==> config.mk <==
export PLATFORM = sky130hd
export DESIGN_NAME = lagged_fibonacci_random
export DESIGN_NICKNAME = d
export VERILOG_FILES = /design/src/rtl/lfr_pkg.sv /design/src/rtl/lfr_table.sv /design/src/rtl/lfr_rem.sv /design/src/rtl/lagged_fibonacci_random.sv
export VERILOG_INCLUDE_DIRS = /design/src /design/src/rtl
export SDC_FILE = /design/constraint.sdc
export NUM_CORES = 2
export LEC_CHECK = 0
export BUFFER_PORTS_ARGS = -buffer_cell sky130_fd_sc_hd__buf_4
export CAP_MARGIN = 20
export CORE_ASPECT_RATIO = 0.8
export CORE_MARGIN = 5
export CORE_UTILIZATION = 60
export DETAILED_ROUTE_END_ITERATION = 10
export PLACE_DENSITY_LB_ADDON = 0.3
export SLEW_MARGIN = 10
export SYNTH_ARGS = -nofsm -noshare
export SYNTH_HDL_FRONTEND = slang
export SYNTH_HIERARCHICAL = 1
export SYNTH_SLANG_ARGS = --single-unit
==> constraint.sdc <==
create_clock -name aclk -period 9.5 [get_ports aclk]
set_clock_uncertainty 0.2 [all_clocks]
set_input_delay 1.9 -clock aclk [delete_from_list [all_inputs] [get_ports aclk]]
set_output_delay 1.9 -clock aclk [all_outputs]
set_load 0.02 [all_outputs]
==> src/rtl/lagged_fibonacci_random_macros.svh <==
// Assertion macros shared by the lagged Fibonacci generator RTL.
`ifndef LAGGED_FIBONACCI_RANDOM_MACROS_SVH
`define LAGGED_FIBONACCI_RANDOM_MACROS_SVH

// Check that an expression holds at every clock edge out of reset.
`define LFR_ASSERT_ALWAYS(label, clk, rstn, expr, msg) \
    label: assert property (@(posedge clk) disable iff (!(rstn)) (expr)) \
        else $error(msg);

// Check that a consequent holds in the same cycle as its antecedent.
`define LFR_ASSERT_IMPLY(label, clk, rstn, ante, cons, msg) \
    label: assert property (@(posedge clk) disable iff (!(rstn)) (ante) |-> (cons)) \
        else $error(msg);

`endif

==> src/rtl/lfr_pkg.sv <==
// Package with types, constants and the control store of the lagged Fibonacci generator.
`timescale 1ns / 1ps
`default_nettype none

package lfr_pkg;

    localparam int TABLE_LEN = 98;
    localparam int SHORT_LAG = 27;
    localparam int IDX_W     = 7;
    localparam int WORD_W    = 16;
    localparam int STEP_W    = 4;

    typedef logic [IDX_W-1:0]  idx_t;
    typedef logic [WORD_W-1:0] word_t;
    typedef logic [STEP_W-1:0] step_t;

    // Reset contents of the lag table
    localparam word_t SEED_WORDS [TABLE_LEN] = '{
        16'o020651, 16'o147643, 16'o164707, 16'o125262, 16'o104256, 16'o074760,
        16'o114470, 16'o052607, 16'o045551, 16'o134031, 16'o024107, 16'o030766,
        16'o154073, 16'o114777, 16'o024540, 16'o111012, 16'o011042, 16'o104067,
        16'o056332, 16'o142244, 16'o131107, 16'o034074, 16'o052641, 16'o163046,
        16'o026303, 16'o131352, 16'o077724, 16'o002462, 16'o110775, 16'o127346,
        16'o020100, 16'o137011, 16'o136163, 16'o145552, 16'o144223, 16'o134111,
        16'o075001, 16'o075221, 16'o176705, 16'o000210, 16'o103625, 16'o120246,
        16'o062614, 16'o016147, 16'o054723, 16'o151200, 16'o105223, 16'o021001,
        16'o016224, 16'o073377, 16'o150716, 16'o014557, 16'o112613, 16'o037466,
        16'o002677, 16'o052542, 16'o063572, 16'o105462, 16'o106436, 16'o063302,
        16'o053171, 16'o133243, 16'o113130, 16'o123222, 16'o072371, 16'o041043,
        16'o163614, 16'o037432, 16'o147330, 16'o153403, 16'o130306, 16'o056455,
        16'o175640, 16'o120567, 16'o100601, 16'o042371, 16'o154635, 16'o051133,
        16'o074252, 16'o174525, 16'o163223, 16'o052022, 16'o022564, 16'o135512,
        16'o021760, 16'o006743, 16'o006451, 16'o067445, 16'o106210, 16'o025417,
        16'o066566, 16'o062723, 16'o124224, 16'o144643, 16'o164502, 16'o025342,
        16'o003521, 16'o024050
    };

    localparam idx_t LEAD_RESET = IDX_W'(TABLE_LEN - 1);
    localparam idx_t LAG_RESET  = IDX_W'((TABLE_LEN - 1 + SHORT_LAG) % TABLE_LEN);

    // Action codes
    localparam logic [1:0] ACT_RAW    = 2'd0;
    localparam logic [1:0] ACT_RANGE  = 2'd1;
    localparam logic [1:0] ACT_RESEED = 2'd2;

    // Status codes
    localparam logic STATUS_OK       = 1'b0;
    localparam logic STATUS_BAD_SPAN = 1'b1;

    typedef struct packed {
        logic [1:0]         action;
        logic signed [15:0] range_low;
        logic signed [15:0] range_high;
        logic [15:0]        seed_value;
    } in_item_t;

    typedef struct packed {
        logic signed [15:0] value;
        logic               status;
    } out_item_t;

    // Table port controls
    typedef struct packed {
        logic  rd_en;
        idx_t  rd_addr;
        logic  wr_en;
        idx_t  wr_addr;
        word_t wr_data;
        logic  reseed_en;
        word_t seed;
    } tbl_ctl_t;

    // Remainder unit controls
    typedef struct packed {
        logic init;
        logic step;
    } rem_ctl_t;

    // Sequencer jump kinds
    typedef enum logic [2:0] {
        JMP_NEXT     = 3'd0,
        JMP_DISPATCH = 3'd1,
        JMP_IF_RAW   = 3'd2,
        JMP_LOOP     = 3'd3,
        JMP_GOTO     = 3'd4
    } jump_t;

    // Program step addresses
    localparam step_t STEP_FETCH    = 4'd0;
    localparam step_t STEP_ADVANCE  = 4'd1;
    localparam step_t STEP_RD_LAG   = 4'd2;
    localparam step_t STEP_RD_LEAD  = 4'd3;
    localparam step_t STEP_ADD_WR   = 4'd4;
    localparam step_t STEP_REM_INIT = 4'd5;
    localparam step_t STEP_REM_STEP = 4'd6;
    localparam step_t STEP_REM_FIX  = 4'd7;
    localparam step_t STEP_EMIT     = 4'd8;

    typedef struct packed {
        logic  wait_in;
        logic  wait_out;
        logic  adv_idx;
        logic  rd_lag;
        logic  rd_lead;
        logic  grab_lag;
        logic  add_wr;
        logic  rem_init;
        logic  rem_step;
        logic  rem_fix;
        jump_t jump;
        step_t target;
    } ucode_t;

    // Control store: one control word per program step
    function automatic ucode_t ucode_rom(input step_t step);
        ucode_t w;
        w = '0;
        w.jump = JMP_NEXT;
        w.target = STEP_FETCH;
        unique case (step)
            STEP_FETCH: begin
                w.wait_in = 1'b1;
                w.jump    = JMP_DISPATCH;
            end
            STEP_ADVANCE:  w.adv_idx = 1'b1;
            STEP_RD_LAG:   w.rd_lag = 1'b1;
            STEP_RD_LEAD: begin
                w.rd_lead  = 1'b1;
                w.grab_lag = 1'b1;
            end
            STEP_ADD_WR: begin
                w.add_wr = 1'b1;
                w.jump   = JMP_IF_RAW;
                w.target = STEP_EMIT;
            end
            STEP_REM_INIT: w.rem_init = 1'b1;
            STEP_REM_STEP: begin
                w.rem_step = 1'b1;
                w.jump     = JMP_LOOP;
            end
            STEP_REM_FIX:  w.rem_fix = 1'b1;
            STEP_EMIT: begin
                w.wait_out = 1'b1;
                w.jump     = JMP_GOTO;
                w.target   = STEP_FETCH;
            end
            default: begin
                w.jump   = JMP_GOTO;
                w.target = STEP_FETCH;
            end
        endcase
        return w;
    endfunction

endpackage

`default_nettype wire

==> src/rtl/lfr_table.sv <==
// Lag table memory with reset-value fallback and a running reseed mask.
`timescale 1ns / 1ps
`default_nettype none
`include "lagged_fibonacci_random_macros.svh"

module lfr_table (
    input  wire logic             aclk,
    input  wire logic             aresetn,
    input  wire lfr_pkg::tbl_ctl_t ctl,
    output      lfr_pkg::word_t   rd_data
);
    import lfr_pkg::*;

    word_t                mem [TABLE_LEN];
    logic [TABLE_LEN-1:0] valid_reg;
    word_t                mask_reg;
    word_t                raw_reg;
    word_t                init_reg;
    logic                 hit_reg;

    // Store words under the current mask so a reseed is one register update
    always_ff @(posedge aclk) begin
        if (ctl.wr_en) begin
            mem[ctl.wr_addr] <= ctl.wr_data ^ mask_reg;
        end
    end

    // Register the read word with its written flag and reset word
    always_ff @(posedge aclk) begin
        if (ctl.rd_en) begin
            raw_reg  <= mem[ctl.rd_addr];
            init_reg <= SEED_WORDS[ctl.rd_addr];
            hit_reg  <= valid_reg[ctl.rd_addr];
        end
    end

    // Track written entries and fold reseeds into the mask
    always_ff @(posedge aclk) begin
        if (!aresetn) begin
            valid_reg <= '0;
            mask_reg  <= '0;
        end else begin
            if (ctl.wr_en) begin
                valid_reg[ctl.wr_addr] <= 1'b1;
            end
            if (ctl.reseed_en) begin
                mask_reg <= mask_reg ^ ctl.seed;
            end
        end
    end

    assign rd_data = (hit_reg ? raw_reg : init_reg) ^ mask_reg;

    `LFR_ASSERT_IMPLY(a_wr_in_range, aclk, aresetn, ctl.wr_en, ctl.wr_addr < IDX_W'(TABLE_LEN), "table write address out of range")
    `LFR_ASSERT_IMPLY(a_rd_in_range, aclk, aresetn, ctl.rd_en, ctl.rd_addr < IDX_W'(TABLE_LEN), "table read address out of range")
    `LFR_ASSERT_IMPLY(a_reseed_alone, aclk, aresetn, ctl.reseed_en, !ctl.wr_en && !ctl.rd_en, "reseed overlaps a table access")

endmodule

`default_nettype wire

==> src/rtl/lfr_rem.sv <==
// Restoring remainder unit: one quotient bit per cycle while step is asserted, over a 16-bit magnitude.
`timescale 1ns / 1ps
`default_nettype none

module lfr_rem (
    input  wire logic              aclk,
    input  wire logic              aresetn,
    input  wire lfr_pkg::rem_ctl_t ctl,
    input  wire logic [15:0]       dividend,
    input  wire logic [16:0]       divisor,
    output      logic [15:0]       remainder,
    output      logic              last
);
    import lfr_pkg::*;

    logic [15:0] quo_reg;
    logic [15:0] rem_reg;
    logic [16:0] div_reg;
    logic [4:0]  count_reg;
    logic [4:0]  count_next;
    logic [16:0] trial;
    logic [16:0] diff;
    logic        fits;

    // Shift in the next dividend bit and trial-subtract
    assign trial = {rem_reg, quo_reg[15]};
    assign fits  = trial >= div_reg;
    assign diff  = trial - div_reg;

    always_comb begin
        count_next = count_reg;
        if (ctl.init) begin
            count_next = 5'd16;
        end else if (ctl.step && count_reg != 5'd0) begin
            count_next = count_reg - 5'd1;
        end
    end

    always_ff @(posedge aclk) begin
        if (!aresetn) begin
            count_reg <= '0;
        end else begin
            count_reg <= count_next;
        end
    end

    // Load operands on init, then advance one bit a cycle while step is asserted
    always_ff @(posedge aclk) begin
        if (ctl.init) begin
            quo_reg <= dividend;
            rem_reg <= '0;
            div_reg <= divisor;
        end else if (ctl.step) begin
            quo_reg <= {quo_reg[14:0], 1'b0};
            rem_reg <= fits ? diff[15:0] : trial[15:0];
        end
    end

    assign remainder = rem_reg;
    assign last      = count_reg == 5'd1;

endmodule

`default_nettype wire

==> src/rtl/lagged_fibonacci_random.sv <==
// Top level of the additive lagged Fibonacci generator: microcoded sequencer and datapath.
`timescale 1ns / 1ps
`default_nettype none
`include "lagged_fibonacci_random_macros.svh"

// Channel   Ports                        Word
// input     s_valid, s_ready, s_data     action, range_low, range_high, seed_value
// result    m_valid, m_ready, m_data     value, status
//
// One word at a time runs through a 9-step control store. A raw draw makes
// two reads of the single table port, then an add and write back.
// A range draw goes on through remainder init, the bit-serial loop and a fix step.
// Reseed, inverted bounds and unused action go straight from fetch to emit.
// Reset restores the table through per-entry written flags; no clearing pass.
// A new word is taken while a result waits; the sequencer stalls at its emit step.

module lagged_fibonacci_random (
    input  wire logic               aclk,
    input  wire logic               aresetn,
    input  wire logic               s_valid,
    output      logic               s_ready,
    input  wire lfr_pkg::in_item_t  s_data,
    output      logic               m_valid,
    input  wire logic               m_ready,
    output      lfr_pkg::out_item_t m_data
);
    import lfr_pkg::*;

    step_t     step_reg;
    step_t     step_next;
    ucode_t    cw;
    logic      s_accept;
    logic      out_free;
    logic      hold;
    logic      bad_span;

    logic [1:0] act_reg;
    word_t      lo_reg;
    word_t      hi_reg;
    idx_t       lead_reg;
    idx_t       lead_next;
    idx_t       lag_reg;
    idx_t       lag_next;
    word_t      operand_reg;
    word_t      res_val_reg;
    logic       res_status_reg;
    logic       neg_reg;
    logic       m_valid_reg;
    out_item_t  m_data_reg;

    tbl_ctl_t    tbl_ctl;
    word_t       tbl_rd_data;
    rem_ctl_t    rem_ctl;
    logic [15:0] rem_out;
    logic        rem_last;
    word_t       sum;
    word_t       magnitude;
    logic [16:0] span;
    word_t       fixed_val;

    // Decode the current control word
    assign cw       = ucode_rom(step_reg);
    assign s_ready  = cw.wait_in;
    assign s_accept = s_valid && s_ready;
    assign out_free = !m_valid_reg || m_ready;
    assign hold     = (cw.wait_in && !s_accept) || (cw.wait_out && !out_free);
    assign bad_span = s_data.range_high < s_data.range_low;

    // Sequence the program
    always_comb begin
        step_next = step_reg;
        if (!hold) begin
            unique case (cw.jump)
                JMP_NEXT: step_next = step_reg + 4'd1;
                JMP_DISPATCH: begin
                    priority if (s_data.action == ACT_RAW) begin
                        step_next = STEP_ADVANCE;
                    end else if (s_data.action == ACT_RANGE && !bad_span) begin
                        step_next = STEP_ADVANCE;
                    end else begin
                        step_next = STEP_EMIT;
                    end
                end
                JMP_IF_RAW: step_next = (act_reg == ACT_RAW) ? cw.target : step_reg + 4'd1;
                JMP_LOOP:   step_next = rem_last ? step_reg + 4'd1 : step_reg;
                JMP_GOTO:   step_next = cw.target;
                default:    step_next = STEP_FETCH;
            endcase
        end
    end

    // Advance both indices, wrapping at the end of the table
    always_comb begin
        lead_next = lead_reg;
        lag_next  = lag_reg;
        if (cw.adv_idx) begin
            lead_next = (lead_reg >= IDX_W'(TABLE_LEN - 1)) ? '0 : lead_reg + 1'b1;
            lag_next  = (lag_reg >= IDX_W'(TABLE_LEN - 1)) ? '0 : lag_reg + 1'b1;
        end
    end

    always_ff @(posedge aclk) begin
        if (!aresetn) begin
            step_reg <= STEP_FETCH;
            lead_reg <= LEAD_RESET;
            lag_reg  <= LAG_RESET;
        end else begin
            step_reg <= step_next;
            lead_reg <= lead_next;
            lag_reg  <= lag_next;
        end
    end

    // Drive the table port
    always_comb begin
        tbl_ctl           = '0;
        tbl_ctl.rd_en     = cw.rd_lag || cw.rd_lead;
        tbl_ctl.rd_addr   = cw.rd_lead ? lead_reg : lag_reg;
        tbl_ctl.wr_en     = cw.add_wr;
        tbl_ctl.wr_addr   = lead_reg;
        tbl_ctl.wr_data   = sum;
        tbl_ctl.reseed_en = s_accept && s_data.action == ACT_RESEED;
        tbl_ctl.seed      = s_data.seed_value;
    end

    lfr_table u_table (
        .aclk    (aclk),
        .aresetn (aresetn),
        .ctl     (tbl_ctl),
        .rd_data (tbl_rd_data)
    );

    // Draw sum and range draw arithmetic
    assign sum       = tbl_rd_data + operand_reg;
    assign magnitude = res_val_reg[15] ? (~res_val_reg + 16'd1) : res_val_reg;
    assign span      = {hi_reg[15], hi_reg} - {lo_reg[15], lo_reg} + 17'd1;
    assign fixed_val = (neg_reg && rem_out != 16'd0) ? (hi_reg + 16'd1 - rem_out)
                                                     : (lo_reg + rem_out);

    assign rem_ctl.init = cw.rem_init;
    assign rem_ctl.step = cw.rem_step;

    lfr_rem u_rem (
        .aclk      (aclk),
        .aresetn   (aresetn),
        .ctl       (rem_ctl),
        .dividend  (magnitude),
        .divisor   (span),
        .remainder (rem_out),
        .last      (rem_last)
    );

    // Datapath registers
    always_ff @(posedge aclk) begin
        if (s_accept) begin
            act_reg        <= s_data.action;
            lo_reg         <= s_data.range_low;
            hi_reg         <= s_data.range_high;
            res_val_reg    <= '0;
            res_status_reg <= (s_data.action == ACT_RANGE && bad_span) ? STATUS_BAD_SPAN
                                                                       : STATUS_OK;
        end
        if (cw.grab_lag) begin
            operand_reg <= tbl_rd_data;
        end
        if (cw.add_wr) begin
            res_val_reg <= sum;
        end
        if (cw.rem_init) begin
            neg_reg <= res_val_reg[15];
        end
        if (cw.rem_fix) begin
            res_val_reg <= fixed_val;
        end
    end

    // Output register: load at the emit step, drop when taken
    always_ff @(posedge aclk) begin
        if (!aresetn) begin
            m_valid_reg <= 1'b0;
        end else if (cw.wait_out && out_free) begin
            m_valid_reg <= 1'b1;
        end else if (m_ready) begin
            m_valid_reg <= 1'b0;
        end
    end

    always_ff @(posedge aclk) begin
        if (cw.wait_out && out_free) begin
            m_data_reg.value  <= res_val_reg;
            m_data_reg.status <= res_status_reg;
        end
    end

    assign m_valid = m_valid_reg;
    assign m_data  = m_data_reg;

    `LFR_ASSERT_ALWAYS(a_lag_spacing, aclk, aresetn, (8'(lag_reg) == 8'(lead_reg) + 8'(SHORT_LAG)) || (8'(lag_reg) + 8'(TABLE_LEN - SHORT_LAG) == 8'(lead_reg)), "lead and lag indices lost their spacing")
    `LFR_ASSERT_ALWAYS(a_step_bound, aclk, aresetn, step_reg <= STEP_EMIT, "sequencer left its program")
    `LFR_ASSERT_IMPLY(a_emit_source, aclk, aresetn, $rose(m_valid_reg), $past(step_reg) == STEP_EMIT, "result raised outside the emit step")

endmodule

`default_nettype wire

==> metrics.cfg <==
[run]
drv_cap=0

[routing]
drt-initial-drc-count=7298
routedWlPerCell_um=31.79
wirelength_um=217600
route.detailed.drc=0
drtPass1Iterations=6
vias_per_cell=6.813
antenna_left=0
vias=46630

[critical_path]
critPathSlowestCell=o2111ai_1
critical_path.startpoint_type=flip-flop
arrival_ps=6260
path_class=reg2reg
crit_path_max_fanout=133
cp.required_ps=9820
worst-path-buf-inv=3
cp_slowest_stage_delay_ps=850
end_kind=flip-flop
path_delay_family=compound AO/OA/AOI/OAI gates
path_cells=ha_1, and2_1, buf_4, mux2_8, buf_12, buf_12, mux2i_1, a22oi_1, a31oi_1, a31oi_1, o2111ai_1, o221ai_1

[timing]
post-route-period-util_pct=62.51
hold_violations=0
setup-violations-final=0
slew-limit-headroom_pct=24.65
timing.setup.tns_ps=0
fin_crit_ps=5939
worst_pin_slew_ps=1130
fmax_mhz=168.4
rsz0062_at_grt=false
slew_viol_final=0

[synth]
seq_area_frac_synth_pct=68.59
ys.flop_type=edfxtp_1
yosys_warnings=6
avgSynthCellArea_um2=16.73
synth-seq-cells=1873
ys_async_sr_fraction_pct=0
ys_types=82
syn-instance-count=4766
syn_area_mm2=0.07976
synth_nets=4975
synth_edf_count=1719

[status]
status=complete, no violations

[layout]
largest_reg_flops=1568
final_common_cell=edfxtp_1
final_cells=6844
layout_common_cells=edfxtp_1, mux4_2, mux2i_1
syn_to_final_growth_pct=11.43
final_nets=5148
drive_above_1_share_pct=19.65

[placed_design]
placedCellCount=6516
place.gp.congestion=0.9815
dp_hpwl_um=133800
port_buffers=72

[global_routing]
antenna_found_initial=13
grt_overflow=0
grt_pass1_vias=45350
grt_max_degree=134
grt_pass1_wl_um=316000
grt_use_total_pct=31.06

[clock_network]
root_buffer=clkbuf_16
clock_latency_ps=830
cts_made_buffers=171
cts_resized=0
ctsHoldBuffers=0
cts_tree=done
cts_buffer_depth=3
post_cts_buffers=0
clkSinkCount=1873
htreeDepth=4
clkTransAtPathRegs_ps=60

[power_and_ir_drop]
switching_share_pct=24.51
combPwrFrac_pct=12.0
vdd_drop_max_mv=0.2333
powerDensity_mw_per_mm2=207.3
seqPwrFrac_pct=50.5
p_clk_share_pct=37.4
total_power_mw=18.42
p_int_mw=13.91
power.leakage_nw=28.67
switchingPower_mw=4.516

[min_path]
worstHoldPathType=reg2reg

[floorplan]
fp-row-count=119
die_h_um=336.1
ios=73
die_w_um=417.6
initial_core_util_pct=60.46
core-area_mm2=0.1319
dieArea_mm2=0.1404

## routing by layer
metal  up-vias  GRT usage [%]  wire length [µm]
met5         -              0                27
met4         4          11.33              8150
met3       450          7.885             27270
met2      3157          46.27             97870
met1     23720          45.33             84240
li1      19300              -                 -
## synthesized netlist by cell type (98+ instances only)
library cell | count | share of area (%)
mux2i_1 | 248 | 3.1
nor2_1 | 230 | 1.1
ha_1 | 150 | 2.4
nand2_1 | 214 | 1.0
inv_1 | 118 | 0.56
a21oi_1 | 150 | 0.94
buf_2 | 98 | 0.61
mux4_2 | 363 | 10
edfxtp_1 | 1719 | 65
o21ai_0 | 143 | 0.90
o21a_1 | 114 | 1.1
dfxtp_1 | 154 | 3.9
## power by group through the flow
stage          clock network, mW  logic (mW)  registers [mW]
2_1_floorplan                  0        1.47            9.50
3_3_place_gp                   0        2.13            9.49
3_5_place_dp                   0        2.17            9.49
4_1_cts                     6.98        2.18            9.31
5_1_grt                     7.35        2.35            9.31
6_report                    6.90        2.21            9.31
## final timing paths
check,end,slack (ps),cells after the start,from
setup / recovery,u_table/raw_reg[7],3560,12,step_reg[0]
hold / removal,m_data[0],220,0,res_status_reg
setup reg to reg,u_table/raw_reg[7],3560,12,step_reg[0]
hold reg to reg,m_data[0],220,0,res_status_reg
## cell families after synthesis
group                    synth area share (%)
multiplexers                            14.00
XOR/XNOR                                1.450
adder cells (fa/ha/maj)                 2.479
AO/OA/AOI/OAI                           6.641
flip-flops                              68.59
buffers and inverters                   2.170
AND/OR/NAND/NOR                         4.677
## metrics by stage
| step | area, µm² | util (%) | hold WS (ps) | worst slack, ps |
|---|---|---|---|---|
| floorplan | 79760 | - | 200.3 | 2899 |
| global placement | 83040 | 62.94 | 208.0 | 3288 |
| detailed placement | 83130 | 63.02 | 204.5 | 3584 |
| CTS | 88770 | 67.29 | 219.1 | 3597 |
| global route | 88860 | 67.36 | 231.7 | 3323 |
| finish | 88870 | 67.37 | 222.1 | 3561 |
## area by class of cell
class                   count  area, µm²
flip-flops and latches   1873      54700
fillers                  8624      43050
multi-input cells        2522      23780
clock buffers             228       4686
well taps                1754       2195
repair buffers            251       2090
clock inverters            91      947.2
inverters                 120      455.4
diodes                      5      12.51
No activity file was read; power rests on OpenSTA's default activity.
